==> config.mk <==
export PLATFORM = sky130hd
export DESIGN_NAME = piecewise_linear_colour_ramp_unit
export DESIGN_NICKNAME = d
export VERILOG_FILES = /design/src/rtl/core/plcr_pkg.sv /design/src/rtl/core/plcr_ram.sv /design/src/rtl/core/plcr_div.sv /design/src/rtl/core/piecewise_linear_colour_ramp_unit.sv
export SDC_FILE = /design/constraint.sdc
export NUM_CORES = 2
export LEC_CHECK = 0
export BUFFER_PORTS_ARGS = -buffer_cell sky130_fd_sc_hd__buf_4
export CAP_MARGIN = 20
export CORE_MARGIN = 2
export CORE_UTILIZATION = 45
export DETAILED_ROUTE_END_ITERATION = 8
export PLACE_DENSITY_LB_ADDON = 0.2
export SLEW_MARGIN = 20
export SYNTH_ARGS = -nofsm -noshare
export SYNTH_HDL_FRONTEND = slang
export SYNTH_HIERARCHICAL = 1
export SYNTH_SLANG_ARGS = --single-unit
==> constraint.sdc <==
create_clock -name clk -period 13.2 [get_ports clk]
set_input_delay 1.98 -clock clk [delete_from_list [all_inputs] [get_ports clk]]
set_output_delay 1.98 -clock clk [all_outputs]
set_load 0.005 [all_outputs]
==> src/rtl/core/plcr_pkg.sv <==
// ----------------------------------------------------------------------------
// plcr_pkg
// Shared types and codes of the piecewise linear colour ramp.
// ----------------------------------------------------------------------------
package plcr_pkg;

  localparam logic CMD_INSERT = 1'b0;
  localparam logic CMD_EVAL   = 1'b1;

  localparam logic [1:0] STATUS_OK    = 2'd0;
  localparam logic [1:0] STATUS_EMPTY = 2'd1;
  localparam logic [1:0] STATUS_FULL  = 2'd2;

  localparam logic [1:0] REG_RANGE_MIN = 2'd0;
  localparam logic [1:0] REG_RANGE_MAX = 2'd1;
  localparam logic [1:0] REG_LUT_SIZE  = 2'd2;

  typedef struct packed {
    logic               cmd;
    logic [11:0]        lut_index;
    logic signed [31:0] point_level;
    logic [15:0]        in_red;
    logic [15:0]        in_green;
    logic [15:0]        in_blue;
    logic [15:0]        in_alpha;
  } in_word_t;

  typedef struct packed {
    logic [15:0] out_red;
    logic [15:0] out_green;
    logic [15:0] out_blue;
    logic [15:0] out_alpha;
    logic [1:0]  status;
  } out_word_t;

endpackage

==> src/rtl/core/plcr_ram.sv <==
// ----------------------------------------------------------------------------
// plcr_ram
// Generic simple dual port ram, one write and one registered read port.
// ----------------------------------------------------------------------------
module plcr_ram #(
  parameter int WIDTH = 32,
  parameter int DEPTH = 16
) (
  input  logic                     clk,
  input  logic                     we,
  input  logic [$clog2(DEPTH)-1:0] waddr,
  input  logic [WIDTH-1:0]         wdata,
  input  logic [$clog2(DEPTH)-1:0] raddr,
  output logic [WIDTH-1:0]         rdata
);

  logic [WIDTH-1:0] mem [DEPTH];

  always_ff @(posedge clk) begin
    if (we) begin
      mem[waddr] <= wdata;
    end
    rdata <= mem[raddr];
  end

endmodule

==> src/rtl/core/plcr_div.sv <==
// ----------------------------------------------------------------------------
// plcr_div
// Restoring unsigned divider, one quotient bit per cycle.
// ----------------------------------------------------------------------------
module plcr_div #(
  parameter int NW = 48,
  parameter int DW = 32
) (
  input  logic          clk,
  input  logic          rst,
  input  logic          start,
  input  logic [NW-1:0] num,
  input  logic [DW-1:0] den,
  output logic          done,
  output logic [NW-1:0] quo
);

  localparam int CNTW = $clog2(NW + 1);

  logic [DW-1:0]   rem;
  logic [DW-1:0]   dreg;
  logic [CNTW-1:0] cnt;
  logic            run;
  logic [DW:0]     trial;
  logic [DW:0]     sub;
  logic            ge;

  assign trial = {rem, quo[NW-1]};
  assign ge    = trial >= {1'b0, dreg};
  assign sub   = trial - {1'b0, dreg};

  always_ff @(posedge clk) begin
    if (rst) begin
      run  <= 1'b0;
      done <= 1'b0;
    end else begin
      done <= 1'b0;
      if (start) begin
        quo  <= num;
        rem  <= '0;
        dreg <= den;
        cnt  <= CNTW'(NW);
        run  <= 1'b1;
      end else if (run) begin
        quo <= {quo[NW-2:0], ge};
        rem <= ge ? sub[DW-1:0] : trial[DW-1:0];
        cnt <= cnt - 1'b1;
        if (cnt == CNTW'(1)) begin
          run  <= 1'b0;
          done <= 1'b1;
        end
      end
    end
  end

endmodule

==> src/rtl/core/piecewise_linear_colour_ramp_unit.sv <==
// ----------------------------------------------------------------------------
// piecewise_linear_colour_ramp_unit
// RGBA colour ramp over a sorted table of control points held in ram.
// ----------------------------------------------------------------------------
// One word is worked on at a time and one result word comes back per input
// word. An insert walks the table from the top down, moving each point above
// the new level up one place until its place is found; an insert on a full
// table is dropped. An evaluate runs the index divide, a four step partial
// product multiply, a point by point scan of the level ram up to the first
// point above x, a second divide for the blend fraction when two points
// bracket x, two colour reads and one channel blend per cycle. The result
// sits in an output register, so the next word is taken while it waits.
// The point rams have no reset; of the table only the point count is cleared.
// ----------------------------------------------------------------------------
module piecewise_linear_colour_ramp_unit
  import plcr_pkg::*;
#(
  parameter int MAX_POINTS = 16,
  parameter int INDEX_BITS = 12
) (
  input  logic        clk,
  input  logic        rst,
  input  logic        in_valid,
  output logic        in_ready,
  input  in_word_t    in_data,
  output logic        out_valid,
  input  logic        out_ready,
  output out_word_t   out_data,
  input  logic        cfg_we,
  input  logic [1:0]  cfg_index,
  input  logic [31:0] cfg_data
);

  localparam int AW = $clog2(MAX_POINTS);
  localparam int CW = $clog2(MAX_POINTS + 1);

  typedef enum logic [3:0] {
    S_IDLE, S_INS_RD, S_INS_CHK, S_DIV1, S_MUL, S_SAT, S_EV_RD, S_EV_CHK,
    S_EV_T, S_DIV2, S_CL, S_CR, S_CW, S_MIX, S_DONE
  } state_t;

  state_t state;

  logic signed [31:0] rng_min, rng_max;
  logic [12:0]        lut_size;

  logic [CW-1:0]      count, k;
  logic [AW-1:0]      left, right;
  logic               have_left;
  logic signed [31:0] llev, rlev, x, nlev;
  logic [63:0]        ncol, cl, cr, res_col;
  logic [1:0]         res_status;
  logic [33:0]        md, mw;
  logic               neg;
  logic [67:0]        acc;
  logic [1:0]         mstep, ch;
  logic [16:0]        t;

  // rams
  logic          lvl_we, col_we;
  logic [AW-1:0] waddr, raddr;
  logic [31:0]   lvl_wdata, lvl_rdata;
  logic [63:0]   col_wdata, col_rdata;

  // divider
  logic        div_start, div_done;
  logic [47:0] div_num, div_quo;
  logic [31:0] div_den;

  plcr_ram #(.WIDTH(32), .DEPTH(MAX_POINTS)) u_lvl_ram (
    .clk(clk), .we(lvl_we), .waddr(waddr), .wdata(lvl_wdata),
    .raddr(raddr), .rdata(lvl_rdata)
  );

  plcr_ram #(.WIDTH(64), .DEPTH(MAX_POINTS)) u_col_ram (
    .clk(clk), .we(col_we), .waddr(waddr), .wdata(col_wdata),
    .raddr(raddr), .rdata(col_rdata)
  );

  plcr_div #(.NW(48), .DW(32)) u_div (
    .clk(clk), .rst(rst), .start(div_start), .num(div_num), .den(div_den),
    .done(div_done), .quo(div_quo)
  );

  // combinational helpers
  logic [CW-1:0]      km1;
  logic [15:0]        idx_ext;
  logic [12:0]        size_eff;
  logic signed [33:0] d_val, w_val;
  logic [16:0]        mul_a, mul_b;
  logic [33:0]        mul_p;
  logic [6:0]         mul_sh;
  logic [51:0]        mag;
  logic [15:0]        cl_c, cr_c;
  logic signed [16:0] cdiff;
  logic signed [34:0] cprod;
  logic signed [35:0] csum;
  logic               lvl_le;

  assign km1      = k - 1'b1;
  assign idx_ext  = 16'(in_data.lut_index) & 16'((17'd1 << INDEX_BITS) - 17'd1);
  assign size_eff = (lut_size == 13'd0) ? 13'd1 : lut_size;
  assign d_val    = $signed({2'b00, div_quo[31:0]}) - 34'(rng_min);
  assign w_val    = 34'(rng_max) - 34'(rng_min);
  assign mul_a    = mstep[0] ? md[33:17] : md[16:0];
  assign mul_b    = mstep[1] ? mw[33:17] : mw[16:0];
  assign mul_p    = mul_a * mul_b;
  assign mul_sh   = (mstep[0] ? 7'd17 : 7'd0) + (mstep[1] ? 7'd17 : 7'd0);
  assign mag      = acc[67:16];
  assign cl_c     = cl[ch*16 +: 16];
  assign cr_c     = cr[ch*16 +: 16];
  assign cdiff    = $signed({1'b0, cr_c}) - $signed({1'b0, cl_c});
  assign cprod    = cdiff * $signed({1'b0, t});
  assign csum     = $signed({4'b0000, cl_c, 16'h0000}) + 36'(cprod) + 36'sd32768;
  assign lvl_le   = $signed(lvl_rdata) <= x;

  assign in_ready = (state == S_IDLE);

  always_comb begin
    lvl_we    = 1'b0;
    col_we    = 1'b0;
    waddr     = k[AW-1:0];
    lvl_wdata = nlev;
    col_wdata = ncol;
    raddr     = k[AW-1:0];
    div_start = 1'b0;
    div_num   = {16'h0000, idx_ext, 16'h0000};
    div_den   = 32'(size_eff);
    case (state)
      S_IDLE: begin
        div_start = in_valid && in_data.cmd == CMD_EVAL && count != '0;
      end
      S_INS_RD: begin
        raddr = km1[AW-1:0];
        if (k == '0) begin
          lvl_we = 1'b1;
          col_we = 1'b1;
        end
      end
      S_INS_CHK: begin
        lvl_we = 1'b1;
        col_we = 1'b1;
        if ($signed(lvl_rdata) > nlev) begin
          lvl_wdata = lvl_rdata;
          col_wdata = col_rdata;
        end
      end
      S_EV_T: begin
        div_start = state == S_EV_T && right != left;
        div_num   = {32'(x - llev), 16'h0000};
        div_den   = 32'(rlev - llev);
      end
      S_CL: raddr = left;
      S_CR: raddr = right;
      default: ;
    endcase
  end

  always_ff @(posedge clk) begin
    if (rst) begin
      state     <= S_IDLE;
      count     <= '0;
      out_valid <= 1'b0;
      rng_min   <= 32'sd0;
      rng_max   <= 32'sd65536;
      lut_size  <= 13'd256;
    end else begin
      if (cfg_we) begin
        case (cfg_index)
          REG_RANGE_MIN: rng_min  <= $signed(cfg_data);
          REG_RANGE_MAX: rng_max  <= $signed(cfg_data);
          REG_LUT_SIZE:  lut_size <= cfg_data[12:0];
          default: ;
        endcase
      end
      if (out_valid && out_ready) begin
        out_valid <= 1'b0;
      end
      case (state)
        S_IDLE: begin
          if (in_valid) begin
            nlev       <= in_data.point_level;
            ncol       <= {in_data.in_alpha, in_data.in_blue, in_data.in_green,
                           in_data.in_red};
            res_col    <= '0;
            res_status <= STATUS_OK;
            k          <= count;
            if (in_data.cmd == CMD_INSERT) begin
              if (count == CW'(MAX_POINTS)) begin
                res_status <= STATUS_FULL;
                state      <= S_DONE;
              end else begin
                state <= S_INS_RD;
              end
            end else if (count == '0) begin
              res_status <= STATUS_EMPTY;
              state      <= S_DONE;
            end else begin
              state <= S_DIV1;
            end
          end
        end
        S_INS_RD: begin
          if (k == '0) begin
            count <= count + 1'b1;
            state <= S_DONE;
          end else begin
            state <= S_INS_CHK;
          end
        end
        S_INS_CHK: begin
          if ($signed(lvl_rdata) > nlev) begin
            k     <= km1;
            state <= S_INS_RD;
          end else begin
            count <= count + 1'b1;
            state <= S_DONE;
          end
        end
        S_DIV1: begin
          if (div_done) begin
            md    <= d_val[33] ? 34'(-d_val) : d_val;
            mw    <= w_val[33] ? 34'(-w_val) : w_val;
            neg   <= d_val[33] ^ w_val[33];
            acc   <= '0;
            mstep <= 2'd0;
            state <= S_MUL;
          end
        end
        S_MUL: begin
          acc   <= acc + (68'(mul_p) << mul_sh);
          mstep <= mstep + 2'd1;
          if (mstep == 2'd3) begin
            state <= S_SAT;
          end
        end
        S_SAT: begin
          if (neg) begin
            x <= (mag >= 52'h80000000) ? 32'sh80000000 : 32'(-mag);
          end else begin
            x <= (mag >= 52'h7FFFFFFF) ? 32'sh7FFFFFFF : $signed(mag[31:0]);
          end
          k         <= '0;
          left      <= '0;
          right     <= '0;
          have_left <= 1'b0;
          state     <= S_EV_RD;
        end
        S_EV_RD: state <= S_EV_CHK;
        S_EV_CHK: begin
          if (lvl_le) begin
            left      <= k[AW-1:0];
            right     <= k[AW-1:0];
            llev      <= lvl_rdata;
            have_left <= 1'b1;
            k         <= k + 1'b1;
            state     <= (k + 1'b1 == count) ? S_EV_T : S_EV_RD;
          end else begin
            // first point above x closes the bracket if a point at or below x was found
            if (have_left) begin
              right <= k[AW-1:0];
            end
            rlev  <= lvl_rdata;
            state <= S_EV_T;
          end
        end
        S_EV_T: begin
          t     <= '0;
          state <= (right != left) ? S_DIV2 : S_CL;
        end
        S_DIV2: begin
          if (div_done) begin
            t     <= (div_quo > 48'd65536) ? 17'd65536 : div_quo[16:0];
            state <= S_CL;
          end
        end
        S_CL: state <= S_CR;
        S_CR: begin
          cl    <= col_rdata;
          state <= S_CW;
        end
        S_CW: begin
          cr    <= col_rdata;
          ch    <= 2'd0;
          state <= S_MIX;
        end
        S_MIX: begin
          res_col[ch*16 +: 16] <= csum[31:16];
          ch                   <= ch + 2'd1;
          if (ch == 2'd3) begin
            state <= S_DONE;
          end
        end
        S_DONE: begin
          if (!out_valid || out_ready) begin
            out_valid          <= 1'b1;
            out_data.out_red   <= res_col[15:0];
            out_data.out_green <= res_col[31:16];
            out_data.out_blue  <= res_col[47:32];
            out_data.out_alpha <= res_col[63:48];
            out_data.status    <= res_status;
            state              <= S_IDLE;
          end
        end
        default: state <= S_IDLE;
      endcase
    end
  end

endmodule
Word-level counts from Yosys, hierarchy flattened
Memory sizes are Yosys's and may differ from the RTL's. A register that Yosys moved wholly into a read port is not among the register bits.
Cells that the tools add are included.
{"block": "word_totals", "ff_bits": 831, "mem_bits_rw": 1536, "wordCells": 232, "n_memories": 2}
{"block": "classes", "n_addsub": 20, "multipliers": 2, "magnitude_cmp": 6, "n_eq_ne": 33, "n_shift": 5, "muxes": 77, "bitwise": 4, "reduce_logical": 43}
{"name": "u_col_ram.mem", "depth": 16, "width": 64, "read_ports": 1, "rd_ports_with_merged_regs": 1, "write_ports": 1, "line": "plcr_ram.sv:17", "rtl": "logic [WIDTH-1:0] mem [DEPTH];"}
{"name": "u_lvl_ram.mem", "depth": 16, "width": 32, "read_ports": 1, "rd_ports_with_merged_regs": 1, "write_ports": 1, "line": "plcr_ram.sv:17"}
{"operator": "$mux W32", "n": 7}
{"operator": "$mux W64", "n": 3}
{"operator": "$mux W48", "n": 3}
{"operator": "$pmux W68 S2", "n": 1}
{"operator": "$pmux W64 S2", "n": 1}
{"operator": "$shiftx A64 B7 Y16", "n": 2}
{"operator": "$sub A32 B32 Y32", "n": 3}
{"operator": "$add A68 B68 Y68", "n": 1}
{"operator": "$mux W17", "n": 4}
{"operator": "$mux W68", "n": 1}
{"operator": "$shl A34 B6 Y68", "n": 1}
{"operator": "$mux W33", "n": 2}
{"operator": "$bwmux W64", "n": 1}
{"operator": "$mux W4", "n": 16}
{"operator": "$shift A16 B34 Y64 const A", "n": 1}
{"operator": "$shiftx A16 B34 Y64", "n": 1}
{"operator": "$pmux W4 S15", "n": 1}
{"operator": "$ge A52 B31 Y1 const B", "n": 1}
{"operator": "$ge A52 B32 Y1 const B", "n": 1}
{"operator": "$gt A48 B17 Y1 const B", "n": 1}
{"operator": "$mux W5", "n": 7}
{"operator": "$mul A17 B17 Y34", "n": 1}
{"operator": "$neg A33 Y34", "n": 1}
{"operator": "$neg A34 Y34", "n": 1}
{"operator": "other kinds (57)", "n": 128}

Longest topological paths before layout
{"block": "depth", "ltp_word": 8, "depth_mapped": 42, "depth_no_buf": 38}

By module
The synthesis kept the hierarchy.
{"module": "piecewise_linear_colour_ramp_unit", "n_inst": 1, "cells_each": 6394, "area_each_um2": 62044.5}
{"module": "plcr_ram (u_col_ram)", "n_inst": 1, "cells_each": 1647, "area_each_um2": 39581.7}
{"module": "plcr_ram (u_lvl_ram)", "n_inst": 1, "cells_each": 838, "area_each_um2": 19835.3}
{"module": "plcr_div", "n_inst": 1, "cells_each": 543, "area_each_um2": 6533.8}

Worst setup path before layout
Ideal clock, no wire load.
{"block": "synth_timing", "path_type": "register to register", "from": "reg mstep[0]", "to": "reg acc[60], data pin", "setup_time_ps": 259, "arrival_ps": 10461, "t_required_ps": 12941, "slack_ps": 2480, "stages_incl_launch_ff": 38, "n_path_buf": 3, "period_less_slack_ps": 10720, "cell_sequence": "edfxtp_1 > clkbuf_1 > clkbuf_1 > buf_1 > mux2i_1 > nor2_1 > fa_1 > inv_1 > fa_1 > fa_1 > inv_1 > fa_1 > fa_1 > inv_1 > fa_1 > inv_1 > ha_1 > and3_1 > [2 not listed] > o21ai_0 > a31oi_1 > o21bai_1 > a21o_1 > a21oi_1 > nor2_1 > or4b_2 > a31oi_1 > ha_1 > a21oi_1 > nor4b_1 > o211ai_1 > o211ai_1 > a21oi_1 > o31ai_1 > o31ai_1 > a221o_1 > a211o_1"}
{"block": "synth_via", "elab_chain_cells": 5, "elab_cells_between_ends": 7, "cone_classes": "2 x add/sub; 1 x mul; 1 x shift; 3 x mux"}
{"item": "start: declaration", "line": "piecewise_linear_colour_ramp_unit.sv:56", "rtl": "logic [1:0] mstep, ch;"}
{"item": "start signal: assignment", "line": "piecewise_linear_colour_ramp_unit.sv:232", "rtl": "mstep <= mstep + 2'd1;"}
{"item": "$mux W17 / $mux W5 (equally long branches)", "line": "piecewise_linear_colour_ramp_unit.sv:105, piecewise_linear_colour_ramp_unit.sv:108"}
{"item": "$mul A17 B17 Y34 / $add A5 B5 Y6 (equally long branches)", "line": "piecewise_linear_colour_ramp_unit.sv:107, piecewise_linear_colour_ramp_unit.sv:108"}
{"item": "$shl A34 B6 Y68 *", "line": "piecewise_linear_colour_ramp_unit.sv:231", "rtl": "acc <= acc + (68'(mul_p) << mul_sh);"}
{"item": "$add A68 B68 Y68 *", "line": "piecewise_linear_colour_ramp_unit.sv:231"}
{"item": "$pmux W68 S2 *", "line": "piecewise_linear_colour_ramp_unit.sv:179", "rtl": "case (state)"}
{"item": "end signal: assignment", "line": "piecewise_linear_colour_ramp_unit.sv:231"}
{"item": "end: declaration", "line": "piecewise_linear_colour_ramp_unit.sv:55", "rtl": "logic [67:0] acc;"}
Mark *: on every way between the ends. The rest lies on a longest branch, timed or not.
A chain may end at the register's enable or synchronous reset.

Final worst setup path
{"block": "layout_timing", "from": "reg mstep[1]", "to": "reg acc[64], data pin"}
{"block": "layout_via", "elab_chain_cells": 5, "elab_cells_between_ends": 7, "cone_classes": "2 x add/sub; 1 x mul; 1 x shift; 3 x mux"}
{"item": "$mux W17 / $mux W5 (equally long branches)", "line": "piecewise_linear_colour_ramp_unit.sv:106, piecewise_linear_colour_ramp_unit.sv:108"}
{"item": "$mul A17 B17 Y34 / $add A5 B5 Y6 (equally long branches)", "line": "piecewise_linear_colour_ramp_unit.sv:107, piecewise_linear_colour_ramp_unit.sv:108"}
{"item": "$shl A34 B6 Y68 *", "line": "piecewise_linear_colour_ramp_unit.sv:231"}
{"item": "$add A68 B68 Y68 *", "line": "piecewise_linear_colour_ramp_unit.sv:231"}
{"item": "$pmux W68 S2 *", "line": "piecewise_linear_colour_ramp_unit.sv:179"}
Marks and branches as above.

==> flow_summary.yaml <==
clocking:
  clk_path_buf_depth: 4
  clockRootBuffer: "clkbuf_16"
  postCtsResizedCells: 0
  numCtsBuffers: 272
  h-tree-depth: 5
  clock_sinks: 2463
  clkLatencyLatePin_ns: 0.90
  cts_setup_buffers: 0
  cts_tree: "yes"
  hold_buffers: 0
  path_clk_slew_ns: 0.06
synth:
  synth.largest_area_cell: "edfxtp_1"
  synth_seq_cells: 2463
  synth-simple-area-share_pct: 8.47
  synth-async-reset-ratio_pct: 0
  synth_top_family_by_area: "adder cells"
  synthAdderAreaFrac_pct: 12.7
  muxShareOfSynthArea_pct: 9.14
  syn-cell-area_um2: 128000
  synth_cell_types: 100
  synth_area_leaders: "edfxtp_1 (53%), fa_1 (7.4%), mux4_2 (7.3%)"
  yosysWarnings: 6
  synth.avg_cell_area_um2: 13.6
  netlist_instances: 9422
  yosysTopAreaCellShare_pct: 53.4
  synth-edff-count: 2278
  ys.flop_type: "edfxtp_1"
  synth_compound_area_share_pct: 7.48
  ys_seq_area_share_pct: 56.3
  synth_xor_xnor_area_share_pct: 2.20
global_route:
  grt_pass1_vias: 79678
  gr-usage-all-layers_pct: 24.3
  grt_pass1_wl_um: 522000
  grt_max_degree: 160
  antenna_found_initial: 16
  overflow: 0
placed_design:
  dp_hpwl_um: 236000
  portBuffers: 215
  dp_slack_ns: 1.31
  post-place-cells: 13210
  finalWeightedCongestion: 0.911
timing:
  tightest_slew_ns: 1.22
  tns_ns: 0
  fin_skew_ns: 0.0632
  fin_crit_ns: 12.16
  hold_ws_ns: 0.418
  final_max_slew_viol_count: 0
  setup_viol: 0
  hold_viol: 0
  relSlewSlack_pct: 18.9
  rsz0062_at_grt: "false"
  finalCritPeriodShare_pct: 92.1
  fin_ws_ns: 1.04
  clock.fmax_mhz: 82.3
pwr:
  leakagePower_uw: 0.0529
  peakVddDrop_mv: 0.545
  power.density_nw_per_um2: 256
worst_setup_path:
  worstPathArrival_ns: 12.77
  slowest_stage: "edfxtp_1"
  startpoint: "mstep[1]$_SDFFCE_PN0P_"
  critPathKind: "reg2reg"
  critPathMostFrequentCell: "fa_1"
  reg2reg_from: "mstep[1]$_SDFFCE_PN0P_"
  crit_family: "compound AO/OA/AOI/OAI gates"
  cp_num_buf_inv: 7
  endpoint_kind: "flip-flop"
  critPathMaxStageDelay_ns: 0.70
  worstPathRequired_ns: 13.81
  start_kind: "flip-flop"
  cp_max_fo: 16
routing:
  vias: 79520
  drt_pass1_iterations: 6
  wirelength_um: 352000
  met1_length_um: 154000
  wl_met2_um: 165000
  drtAntennaViolNets: 0
  drt_iter0_markers: 8198
  top_layer: "met4"
  avgViaCountPerCell: 5.80
  wl_met3_um: 22600
  drc: 0
  wl_per_cell_um: 25.7
outcome:
  status: "completed"
layout:
  area_delta_synth_final_pct: 12.2
  fin_cells: 13714
  final_util_pct: 50.8
  drive_above_1_share_pct: 15.3
  num-fill-cells: 23986
  final_nets: 10907
die:
  coreArea_um2: 283000
  start_util_pct: 45.3
  row_count: 195
  dieArea_um2: 289000
  die_x_um: 537
  die_y_um: 537
  io_pins: 216
min_path:
  worstHoldStart: "res_status[0]$_DFFE_PP_"
  hp-class: "reg2reg"
job:
  maxCapViolCount: 0
[cells in the mapped netlist (48+ instances only)]
| cell type | number |
|---|---|
| a21o_1 | 125 |
| mux4_2 | 416 |
| nand3_1 | 89 |
| o21a_1 | 53 |
| nand2b_1 | 68 |
| xnor2_1 | 196 |
| nor2_1 | 577 |
| nor2b_1 | 95 |
| edfxtp_1 | 2278 |
| and2_1 | 164 |
| nand2_1 | 900 |
| ha_1 | 548 |
| clkbuf_1 | 280 |
| fa_1 | 470 |
| mux2i_1 | 62 |
| nand4_1 | 71 |
| dfxtp_1 | 185 |
| nor3_1 | 99 |
| inv_1 | 823 |
| mux2_2 | 152 |
| o21ai_0 | 276 |
| a21oi_1 | 411 |
| xor2_1 | 123 |
| a211oi_1 | 48 |
| a22oi_1 | 207 |
[state kept, by name, summed over array words and instances, names as in the netlist, 64 cells and up]
| register | cells |
|---|---|
| res_col | 64 |
| ncol | 64 |
| u_col_ram/rdata | 64 |
| cl | 64 |
| u_col_ram/mem | 1024 |
| cr | 64 |
| out_data | 66 |
| u_lvl_ram/mem | 512 |
| acc | 68 |
[per-stage QoR]
stage               power [uW]  instance area, um^2
floorplan                23500               128000
global placement         28900               135000
detailed placement       29100               135000
CTS                      36800               144000
global route             39200               144000
finish                   36800               144000
[cell families after synthesis]
family	Yosys count
other	1
adder cells (fa/ha/maj)	1018
AND/OR/NAND/NOR	2323
multiplexers	630
XOR/XNOR	320
flip-flops	2463
buffers and inverters	1195
AO/OA/AOI/OAI	1472
[worst paths after layout]
path | endpoint | slack (ns) | depth (start not counted)
worst max-delay path | acc[64]$_SDFFCE_PN0P_ | 1.04 | 37
worst min-delay path | out_data[0]$_DFFE_PP_ | 0.42 | 0
worst max register to register | acc[64]$_SDFFCE_PN0P_ | 1.04 | 37
worst min register to register | out_data[0]$_DFFE_PP_ | 0.42 | 0
[layer usage]
layer / vias up / GRT usage [%]
met5: - / 0
met4: 0 / 6.88
met3: 432 / 3.16
met2: 2620 / 38.9
met1: 41136 / 34.9
li1: 35332 / -
[area by class of cell]
class | instances | area [um^2] | share of cell area (%)
Sequential cell | 2463 | 72100 | 50.2
Multi-Input combinational cell | 5780 | 51700 | 36.0
Clock buffer | 357 | 7440 | 5.18
Tap cell | 3743 | 4680 | 3.26
Inverter | 825 | 3100 | 2.16
Timing Repair Buffer | 399 | 3030 | 2.11
Clock inverter | 137 | 1520 | 1.06
Antenna cell | 10 | 25.0 | 0.0174
[power breakdown]
| part | leakage, uW | internal, uW | switching [uW] |
|---|---|---|---|
| sequential | 0.0222 | 9850 | 668 |
| combinational | 0.0264 | 7160 | 11500 |
| clock | 0.00437 | 4400 | 3230 |
| total | 0.0529 | 21400 | 15400 |
[cells in the final DEF (no fill, tap or decap), types with 91 or more instances in the layout]
master / instances
nor2b_1: 91
nor2_1: 548
buf_4: 396
edfxtp_1: 2278
dfxtp_1: 185
inv_1: 823
a21o_1: 123
clkbuf_16: 274
nand2_1: 900
xor2_1: 123
mux4_2: 416
xnor2_1: 196
o21ai_0: 272
ha_1: 548
mux2_2: 152
and2_1: 162
a22oi_1: 207
fa_1: 470
a21oi_1: 411
No activity file was read; power rests on OpenSTA's default activity.
